<file path="src/hdl/lsb_pkg.sv">
// ----------------------------------------------------------------------------
// lsb_pkg
// Shared types and constants for the link supervisor with backoff: event
// codes, register indexes, link states, reset values and payload structs.
// ----------------------------------------------------------------------------
`default_nettype none

package lsb_pkg;

  typedef enum logic [2:0] {
    ST_OFFLINE      = 3'd0,
    ST_CONNECTING   = 3'd1,
    ST_AUTH         = 3'd2,
    ST_CONNECTED    = 3'd3,
    ST_RECONNECTING = 3'd4,
    ST_FAILED       = 3'd5
  } lsb_state_t;

  localparam logic [3:0] EV_TICK         = 4'd0;
  localparam logic [3:0] EV_CONNECT_REQ  = 4'd1;
  localparam logic [3:0] EV_DISCONNECT   = 4'd2;
  localparam logic [3:0] EV_CONNECT_FAIL = 4'd3;
  localparam logic [3:0] EV_OPENED       = 4'd4;
  localparam logic [3:0] EV_CLOSED       = 4'd5;
  localparam logic [3:0] EV_PING         = 4'd6;
  localparam logic [3:0] EV_ACTIVITY     = 4'd7;
  localparam logic [3:0] EV_WELCOME      = 4'd8;
  localparam logic [3:0] EV_DISABLE      = 4'd9;

  localparam int unsigned CFG_IDX_W = 3;
  localparam int unsigned CFG_DATA_W = 32;

  localparam logic [CFG_IDX_W-1:0] REG_AUTH_TIMEOUT     = 3'd0;
  localparam logic [CFG_IDX_W-1:0] REG_PING_INTERVAL    = 3'd1;
  localparam logic [CFG_IDX_W-1:0] REG_ACTIVITY_TIMEOUT = 3'd2;
  localparam logic [CFG_IDX_W-1:0] REG_RETRY_INITIAL    = 3'd3;
  localparam logic [CFG_IDX_W-1:0] REG_RETRY_CAP        = 3'd4;
  localparam logic [CFG_IDX_W-1:0] REG_ATTEMPT_LIMIT    = 3'd5;
  localparam logic [CFG_IDX_W-1:0] REG_FAILED_HOLD      = 3'd6;
  localparam logic [CFG_IDX_W-1:0] REG_PEER_CONFIGURED  = 3'd7;

  localparam logic [31:0] RST_AUTH_TIMEOUT     = 32'd10000;
  localparam logic [31:0] RST_PING_INTERVAL    = 32'd30000;
  localparam logic [31:0] RST_ACTIVITY_TIMEOUT = 32'd90000;
  localparam logic [31:0] RST_RETRY_INITIAL    = 32'd1000;
  localparam logic [31:0] RST_RETRY_CAP        = 32'd60000;
  localparam logic [7:0]  RST_ATTEMPT_LIMIT    = 8'd10;
  localparam logic [31:0] RST_FAILED_HOLD      = 32'd300000;

  localparam logic [7:0] CNT_MAX = 8'hFF;
  localparam logic [7:0] SHIFT_SAT = 8'd32;

  typedef struct packed {
    logic [3:0]  func;
    logic [31:0] now;
  } lsb_in_t;

  typedef struct packed {
    logic [2:0] link_state;
    logic [7:0] attempts;
    logic       disabled;
    logic       start_connect;
    logic       close_link;
    logic       send_ping;
    logic       send_pong;
    logic       send_hello;
    logic       send_ack;
  } lsb_out_t;

endpackage

`default_nettype wire

</file>
<file path="src/hdl/link_supervisor_backoff_core.sv">
// ----------------------------------------------------------------------------
// link_supervisor_backoff_core
// Six-state link supervisor with timeouts, pings and capped exponential
// retry backoff. One result per event, registered at the output.
// ----------------------------------------------------------------------------
// Path: the input transfer is captured in the input register, then the
//   state update is written together with the result register, so the
//   result is registered at the output.
// Throughput: one event per cycle when not stalled; the state update is a
//   single pass of compares, one 64-bit capped shift and a subtract per timer.
// Reset: synchronous, active low; registers, timestamps and state return
//   to their power-on values, both stages empty.
`default_nettype none

module link_supervisor_backoff_core (
  input  wire logic                             clk,
  input  wire logic                             rst_n,
  input  wire logic                             in_valid,
  output logic                                  in_ready,
  input  wire lsb_pkg::lsb_in_t                 in_data,
  output logic                                  out_valid,
  input  wire logic                             out_ready,
  output lsb_pkg::lsb_out_t                     out_data,
  input  wire logic                             cfg_we,
  input  wire logic [lsb_pkg::CFG_IDX_W-1:0]    cfg_addr,
  input  wire logic [lsb_pkg::CFG_DATA_W-1:0]   cfg_wdata
);

  logic [31:0] auth_timeout_r, ping_interval_r, activity_timeout_r;
  logic [31:0] retry_initial_r, retry_cap_r, failed_hold_r;
  logic [7:0]  attempt_limit_r;
  logic        peer_cfg_r;

  lsb_pkg::lsb_state_t state_r, state_nxt;
  logic [31:0] last_act_r, last_act_nxt;
  logic [31:0] last_ping_r, last_ping_nxt;
  logic [31:0] last_retry_r, last_retry_nxt;
  logic [31:0] auth_start_r, auth_start_nxt;
  logic [31:0] failed_start_r, failed_start_nxt;
  logic [7:0]  cnt_r, cnt_nxt;
  logic        dis_r, dis_nxt;

  logic              in_vld_r;
  lsb_pkg::lsb_in_t  in_r;
  logic              out_vld_r;
  lsb_pkg::lsb_out_t out_r, out_nxt;

  logic adv;
  logic [63:0] shifted;
  logic [31:0] delay;
  logic [7:0]  cnt_inc;
  logic        go;
  lsb_pkg::lsb_state_t tgt;

  assign adv       = in_vld_r && (!out_vld_r || out_ready);
  assign in_ready  = !in_vld_r || !out_vld_r || out_ready;
  assign out_valid = out_vld_r;
  assign out_data  = out_r;

  assign shifted = {32'd0, retry_initial_r} << cnt_r[4:0];
  assign delay   = (retry_initial_r == 32'd0) ? 32'd0 :
                   (cnt_r >= lsb_pkg::SHIFT_SAT || shifted[63:32] != 32'd0 ||
                    shifted[31:0] > retry_cap_r) ? retry_cap_r : shifted[31:0];
  assign cnt_inc = (cnt_r == lsb_pkg::CNT_MAX) ? cnt_r : cnt_r + 8'd1;

  always_comb begin
    state_nxt        = state_r;
    last_act_nxt     = last_act_r;
    last_ping_nxt    = last_ping_r;
    last_retry_nxt   = last_retry_r;
    auth_start_nxt   = auth_start_r;
    failed_start_nxt = failed_start_r;
    cnt_nxt          = cnt_r;
    dis_nxt          = dis_r;
    go               = 1'b0;
    tgt              = state_r;
    out_nxt          = '0;

    case (in_r.func)
      lsb_pkg::EV_TICK: begin
        case (state_r)
          lsb_pkg::ST_AUTH: begin
            if (32'(in_r.now - auth_start_r) > auth_timeout_r) begin
              out_nxt.close_link = 1'b1;
              go  = 1'b1;
              tgt = lsb_pkg::ST_RECONNECTING;
            end
          end
          lsb_pkg::ST_CONNECTED: begin
            if (32'(in_r.now - last_ping_r) > ping_interval_r) begin
              out_nxt.send_ping = 1'b1;
              last_ping_nxt     = in_r.now;
            end
            if (32'(in_r.now - last_act_r) > activity_timeout_r) begin
              out_nxt.close_link = 1'b1;
              go  = 1'b1;
              tgt = lsb_pkg::ST_RECONNECTING;
            end
          end
          lsb_pkg::ST_RECONNECTING: begin
            if (32'(in_r.now - last_retry_r) >= delay) begin
              cnt_nxt        = cnt_inc;
              last_retry_nxt = in_r.now;
              if (cnt_inc > attempt_limit_r) begin
                go  = 1'b1;
                tgt = lsb_pkg::ST_FAILED;
              end else begin
                out_nxt.start_connect = 1'b1;
              end
            end
          end
          lsb_pkg::ST_FAILED: begin
            if (32'(in_r.now - failed_start_r) > failed_hold_r) begin
              cnt_nxt = '0;
              go      = 1'b1;
              tgt     = lsb_pkg::ST_OFFLINE;
            end
          end
          default: begin
          end
        endcase
      end
      lsb_pkg::EV_CONNECT_REQ: begin
        if ((state_r == lsb_pkg::ST_OFFLINE || state_r == lsb_pkg::ST_RECONNECTING) &&
            peer_cfg_r) begin
          go  = 1'b1;
          tgt = lsb_pkg::ST_CONNECTING;
          out_nxt.start_connect = 1'b1;
        end
      end
      lsb_pkg::EV_DISCONNECT: begin
        out_nxt.close_link = 1'b1;
        go  = 1'b1;
        tgt = lsb_pkg::ST_OFFLINE;
      end
      lsb_pkg::EV_CONNECT_FAIL: begin
        if (state_r == lsb_pkg::ST_CONNECTING) begin
          go  = 1'b1;
          tgt = lsb_pkg::ST_RECONNECTING;
        end
      end
      lsb_pkg::EV_OPENED: begin
        cnt_nxt            = '0;
        last_act_nxt       = in_r.now;
        auth_start_nxt     = in_r.now;
        out_nxt.send_hello = 1'b1;
        go  = 1'b1;
        tgt = lsb_pkg::ST_AUTH;
      end
      lsb_pkg::EV_CLOSED: begin
        if (state_r == lsb_pkg::ST_CONNECTED || state_r == lsb_pkg::ST_AUTH) begin
          go  = 1'b1;
          tgt = lsb_pkg::ST_RECONNECTING;
        end
      end
      lsb_pkg::EV_PING: begin
        out_nxt.send_pong = 1'b1;
        last_act_nxt      = in_r.now;
      end
      lsb_pkg::EV_ACTIVITY: begin
        last_act_nxt = in_r.now;
      end
      lsb_pkg::EV_WELCOME: begin
        last_act_nxt = in_r.now;
        if (state_r == lsb_pkg::ST_AUTH) begin
          go            = 1'b1;
          tgt           = lsb_pkg::ST_CONNECTED;
          last_ping_nxt = in_r.now;
        end
      end
      lsb_pkg::EV_DISABLE: begin
        last_act_nxt       = in_r.now;
        dis_nxt            = 1'b1;
        out_nxt.send_ack   = 1'b1;
        out_nxt.close_link = 1'b1;
        go  = 1'b1;
        tgt = lsb_pkg::ST_OFFLINE;
      end
      default: begin
      end
    endcase

    // apply the state change; entry actions only on a real change
    if (go && tgt != state_r) begin
      state_nxt = tgt;
      if (tgt == lsb_pkg::ST_FAILED) begin
        failed_start_nxt = in_r.now;
      end else if (tgt == lsb_pkg::ST_RECONNECTING) begin
        last_retry_nxt = '0;
      end
    end

    out_nxt.link_state = state_nxt;
    out_nxt.attempts   = cnt_nxt;
    out_nxt.disabled   = dis_nxt;
  end

  always_ff @(posedge clk) begin
    if (!rst_n) begin
      auth_timeout_r     <= lsb_pkg::RST_AUTH_TIMEOUT;
      ping_interval_r    <= lsb_pkg::RST_PING_INTERVAL;
      activity_timeout_r <= lsb_pkg::RST_ACTIVITY_TIMEOUT;
      retry_initial_r    <= lsb_pkg::RST_RETRY_INITIAL;
      retry_cap_r        <= lsb_pkg::RST_RETRY_CAP;
      attempt_limit_r    <= lsb_pkg::RST_ATTEMPT_LIMIT;
      failed_hold_r      <= lsb_pkg::RST_FAILED_HOLD;
      peer_cfg_r         <= 1'b0;
    end else if (cfg_we) begin
      case (cfg_addr)
        lsb_pkg::REG_AUTH_TIMEOUT:     auth_timeout_r     <= cfg_wdata;
        lsb_pkg::REG_PING_INTERVAL:    ping_interval_r    <= cfg_wdata;
        lsb_pkg::REG_ACTIVITY_TIMEOUT: activity_timeout_r <= cfg_wdata;
        lsb_pkg::REG_RETRY_INITIAL:    retry_initial_r    <= cfg_wdata;
        lsb_pkg::REG_RETRY_CAP:        retry_cap_r        <= cfg_wdata;
        lsb_pkg::REG_ATTEMPT_LIMIT:    attempt_limit_r    <= cfg_wdata[7:0];
        lsb_pkg::REG_FAILED_HOLD:      failed_hold_r      <= cfg_wdata;
        lsb_pkg::REG_PEER_CONFIGURED:  peer_cfg_r         <= cfg_wdata[0];
        default: begin
        end
      endcase
    end
  end

  always_ff @(posedge clk) begin
    if (!rst_n) begin
      state_r        <= lsb_pkg::ST_OFFLINE;
      last_act_r     <= '0;
      last_ping_r    <= '0;
      last_retry_r   <= '0;
      auth_start_r   <= '0;
      failed_start_r <= '0;
      cnt_r          <= '0;
      dis_r          <= 1'b0;
    end else if (adv) begin
      state_r        <= state_nxt;
      last_act_r     <= last_act_nxt;
      last_ping_r    <= last_ping_nxt;
      last_retry_r   <= last_retry_nxt;
      auth_start_r   <= auth_start_nxt;
      failed_start_r <= failed_start_nxt;
      cnt_r          <= cnt_nxt;
      dis_r          <= dis_nxt;
    end
  end

  always_ff @(posedge clk) begin
    if (!rst_n) begin
      in_vld_r  <= 1'b0;
      out_vld_r <= 1'b0;
    end else begin
      if (in_valid && in_ready) begin
        in_vld_r <= 1'b1;
      end else if (adv) begin
        in_vld_r <= 1'b0;
      end
      if (adv) begin
        out_vld_r <= 1'b1;
      end else if (out_ready) begin
        out_vld_r <= 1'b0;
      end
    end
  end

  always_ff @(posedge clk) begin
    if (in_valid && in_ready) begin
      in_r <= in_data;
    end
    if (adv) begin
      out_r <= out_nxt;
    end
  end

  a_adv_fills_out: assert property (@(posedge clk) disable iff (!rst_n)
    adv |=> out_vld_r)
    else $error("processed event did not produce a result");

  a_connect_state: assert property (@(posedge clk) disable iff (!rst_n)
    out_vld_r && out_r.start_connect |->
      (out_r.link_state == lsb_pkg::ST_CONNECTING ||
       out_r.link_state == lsb_pkg::ST_RECONNECTING))
    else $error("connect strobe in unexpected state");

  a_hello_state: assert property (@(posedge clk) disable iff (!rst_n)
    out_vld_r && out_r.send_hello |->
      (out_r.link_state == lsb_pkg::ST_AUTH && out_r.attempts == 8'd0))
    else $error("hello strobe without fresh authentication");

  a_disable_sticky: assert property (@(posedge clk) disable iff (!rst_n)
    dis_r |=> dis_r)
    else $error("disable flag cleared");

endmodule

`default_nettype wire

</file>
<file path="config.mk">
export PLATFORM = sky130hd
export DESIGN_NAME = link_supervisor_backoff_core
export DESIGN_NICKNAME = d
export VERILOG_FILES = /design/src/hdl/lsb_pkg.sv /design/src/hdl/link_supervisor_backoff_core.sv
export SDC_FILE = /design/constraint.sdc
export NUM_CORES = 2
export LEC_CHECK = 0
export BUFFER_PORTS_ARGS = -buffer_cell sky130_fd_sc_hd__buf_2
export CORE_UTILIZATION = 56
export DETAILED_ROUTE_END_ITERATION = 6
export GPL_ROUTABILITY_DRIVEN = 0
export PLACE_DENSITY = 0.83
export RECOVER_POWER = 50
export SETUP_SLACK_MARGIN = 0.1
export SYNTH_ARGS = -nofsm -noshare
export SYNTH_HDL_FRONTEND = slang
export SYNTH_SLANG_ARGS = --single-unit
</file>
<file path="constraint.sdc">
create_clock -name clk -period 9.2 [get_ports clk]
set_input_delay 2.3 -clock clk [delete_from_list [all_inputs] [get_ports clk]]
set_output_delay 2.3 -clock clk [all_outputs]
set_load 0.02 [all_outputs]
</file>
==> results.md <==
• 6 — number of detailed-route iterations in the first pass
• 0 — Synth warnings
• 27600 — vias in the first global route
• 0.311 — Overall Global Routing Usage
• sky130_fd_sc_hd__clkbuf_16 — master cell of the clock root buffer
• 0.74 ns — r2r setup slk
• 0.300 — switching portion of total power
• 0 — number of endpoints failing setup at the final stage
• max-capacitance violations, max-slew violations — violated checks
• 0.63 ns — clock insertion delay at the later pin of the skew report
• 2 — number of cells traversed by the worst hold path
• sky130_fd_sc_hd__dfxtp_2 — highest-delay cell along the critical path
• failed_start_r[13] — endpoint of the most critical register-to-register path
• 18.6 um — average wire length per cell after detail routing
• yes — clock tree from TritonCTS
• 13.0 nW — Leak Pwr
• 118 — maximum number of pins on one net before global-route repair
• 50 — total clock buffers created by CTS
• register — sort of element at the start of the critical path
• 2570 — count of routing violations after the opening detailed-route iteration
• 95 — Port Buf Inserts
• 0 — Antenna diodes
• 34200 um2 — post-route design area
• failed_start_r[2] — launch point of the worst hold path
• 0.0426 ns — Clock Skews
• 2 — initial antenna violation count
• 2 — CTS HTree Levels
• 0.200 — combinational share of power
• 0.404 — proportion of power drawn by the clock network
• reg2reg — critical path class
• 57200 um2 — Die Area
• 0 — aggregate global routing overflow
• 0 — total DRC errors in the routed layout
• 32600 um2 — Area after DPL
• 0 — final hold vios
• compound AO/OA/AOI/OAI gates — family with the most delay on the worst path
• 0.569 — effective utilization at floorplan
• sky130_fd_sc_hd__dfxtp_1 — most common flop cell mapped by yosys
• 86 — site row count
• 9.01 ns — Critical Path AT
• 4472 — number of nets in the synthesized netlist
• register — capturing element type of the critical path
• 449 — Final Max Tran Viols
• -2.24 — Slew HR
• 0.396 — Reg power frac
• 146 nW/um2 — Power Density
• 0.290 — sequential element share of the synthesized area
• 3.50 mW — internal power component
• sky130_fd_sc_hd__a21o_1 — Top cell by count, worst path
• 54 — number of enable flip-flop cells after synthesis
• 4034 — synthesized instance count
• 55300 um2 — Core Footprint
• 4.86 ns — Worst Tran Pin Value
• no — unrepaired setup endpoints after global routing
• 239 um — Die X
• 0.06 ns — clock transition time at the flip-flop clock pins of the worst setup and hold paths
• 429 — Yosys reg bits
• 0 — hold buffer count at cts
• 0.0604 — fraction of final layout cells with drive strength greater than 1
• 0.167 mV — IR Drop Worst-Case VDD
• 142000 um — wire length of the first global-routing pass
• 0 ns — Setup Total Neg Slack
• 64500 um — HPWL after detailed placement
• 31500 um2 — combined area of all synthesized cells
• 6 — MaxCap Viol Count
• 0.118 GHz — maximum clock frequency
• reg2reg — worst min path class
• cnt_r[1] — CP startpoint
• 5.99 — number of vias per cell after detailed routing
• failed_start_r[2] — Worst Hold Endpoint
• finished with violations — status
• 7.80 um2 — average cell area after synthesis
• 76 — Cell variety after synth
• 239 um — overall die height
• 3 — critical path buffer and inverter count
• 4484 — net count reported at finish
• 1.50 mW — switching component of the power
• 0 — post-detailed-route count of antenna-violating nets
• 0.456 ns — worst hold slack after final layout
• cnt_r[1] — Critical R2R Launch
• 0 — # resized after CTS
• 29 — logic depth of the worst register-to-register path
• 96 — IO Count
• 89700 um — final wirelength
• 4801 — filler instances
• 8.46 ns — Final min period
• 0.96 ns — delay of the slowest cell on the worst path
• 0.920 — final critical-path share of the clock period
• 9.75 ns — worst path required time
• 29000 — via count of the routed design
• 61 — biggest fanout along the worst timing path
• 3 — maximum root-to-sink buffer count
• 0 — post-CTS setup repair buffer count
• 429 — clk sink count
• 8.54% — area added between synthesis and finish
• 0 — share of synthesized registers carrying an async set or reset
==> cell families after synthesis <==
group           count (synthesis)  synth area share
compound gates               1101             0.239
xor+xnor                      144            0.0401
fa+ha+maj                     362             0.145
buf+inv                       544            0.0662
flops                         429             0.290
mux                           100            0.0356
simple gates                 1354             0.185
==> layout by cell type (no fill, tap or decap), drive strengths merged, types with 13 or more instances in the layout <==
| master | instances |
|---|---|
| a211oi | 29 |
| a21boi | 232 |
| a21o | 107 |
| a21oi | 247 |
| a22o | 33 |
| a2bb2oi | 32 |
| a31oi | 22 |
| and2 | 14 |
| and3 | 18 |
| buf | 116 |
| clkbuf | 98 |
| clkinv | 20 |
| dfxtp | 375 |
| edfxtp | 54 |
| ha | 357 |
| inv | 359 |
| mux2 | 15 |
| mux2i | 77 |
| nand2 | 802 |
| nand2b | 38 |
| nand3 | 63 |
| nand4 | 55 |
| nor2 | 219 |
| nor2b | 44 |
| nor3 | 46 |
| nor4 | 18 |
| o211ai | 71 |
| o21a | 46 |
| o21ai | 139 |
| o22ai | 15 |
| o311ai | 32 |
| or3 | 13 |
| xnor2 | 99 |
| xor2 | 45 |
==> registers in the layout, summed over array words and instances (netlist names), 18 cells and up <==
signal and cells:
last_act_r 32, activity_timeout_r 32, retry_initial_r 32, in_r 36
out_data 18, auth_start_r 32, retry_cap_r 32, last_retry_r 32
last_ping_r 32, failed_start_r 32, failed_hold_r 32, auth_timeout_r 32
ping_interval_r 32
==> Yosys cell counts (all sizes together), types with 8 or more instances <==
library cell | instances | share of area
nand2 | 802 | 0.096
dfxtp | 375 | 0.24
inv | 358 | 0.043
ha | 357 | 0.14
a21oi | 247 | 0.039
a21boi | 232 | 0.055
nor2 | 219 | 0.026
clkbuf | 163 | 0.019
o21ai | 139 | 0.022
a21o | 107 | 0.026
xnor2 | 99 | 0.028
mux2i | 77 | 0.024
o211ai | 71 | 0.017
nand3 | 63 | 0.010
nand4 | 55 | 0.011
edfxtp | 54 | 0.052
nor3 | 46 | 0.0073
o21a | 46 | 0.011
xor2 | 45 | 0.013
nor2b | 44 | 0.0087
nand2b | 38 | 0.0076
a22o | 33 | 0.0092
a2bb2oi | 32 | 0.0089
o311ai | 32 | 0.0089
a211oi | 29 | 0.0069
a31oi | 22 | 0.0044
buf | 21 | 0.0039
and3 | 18 | 0.0036
nor4 | 18 | 0.0036
mux2 | 15 | 0.0054
o22ai | 15 | 0.0030
and2 | 14 | 0.0028
or3 | 13 | 0.0026
o31ai | 12 | 0.0029
o21bai | 11 | 0.0026
a221oi | 9 | 0.0031
or2 | 9 | 0.0018
mux4 | 8 | 0.0057
==> cell type report <==
type                            count  area [um2]  area share
Sequential cell                   429        9130       0.267
Multi-Input combinational cell   3061       20300       0.594
Timing Repair Buffer              144         796      0.0233
Tap cell                          748         936      0.0274
Clock buffer                       70        1450      0.0424
Clock inverter                     23         206     0.00604
Inverter                          360        1350      0.0395
==> worst max path at each step <==
stage	to	slack, ns	cells past startpoint
CTS	failed_start_r[13]	0.85	29
global placement	failed_start_r[5]	1.19	29
detailed placement	failed_start_r[12]	0.92	29
global route	failed_start_r[12]	0.16	29
finish	failed_start_r[13]	0.74	29
floorplan	failed_start_r[1]	2.37	32
==> per-stage QoR <==
| step | cells | total power, mW | utilization | worst slack (ns) |
|---|---|---|---|---|
| final | 4835 | 4.99 | 0.618 | 0.737 |
| after global routing | 4835 | 5.19 | 0.618 | 0.162 |
| after CTS | 4835 | 4.99 | 0.619 | 0.845 |
| after detailed placement | 4742 | 2.98 | 0.589 | 0.922 |
| after global placement | 4742 | 2.96 | 0.589 | 1.19 |
| after floorplan | 4034 | 2.72 | - | 2.37 |
==> layer usage <==
layer  vias to the layer above  share of wire  global-route usage
met4                         2          0.048               0.150
met3                       269          0.085              0.0479
met1                     13500           0.41               0.389
met5                         -        0.00018                   0
met2                      1132           0.45               0.519
li1                      14100              -                   -
==> power groups by stage <==
stage	clock network, mW	registers [mW]	logic [mW]
floorplan	0	2.01	0.709
global placement	0	2.01	0.942
detailed placement	0	2.01	0.969
CTS	2.03	1.97	0.982
global route	2.10	1.98	1.11
finish	2.02	1.98	1.00
==> worst register-to-register path: cells and delay by family (launching register included) <==
| family | cells | cell delay [ns] |
|---|---|---|
| adders and majority gates | 2 | 0.68 |
| DFF | 1 | 0.96 |
| AOI/OAI and AO/OA | 16 | 3.74 |
| buffers and inverters | 3 | 1.07 |
| and+or+nand+nor | 5 | 0.70 |
| muxes | 3 | 1.25 |
Power figures use the tool's default switching activity.
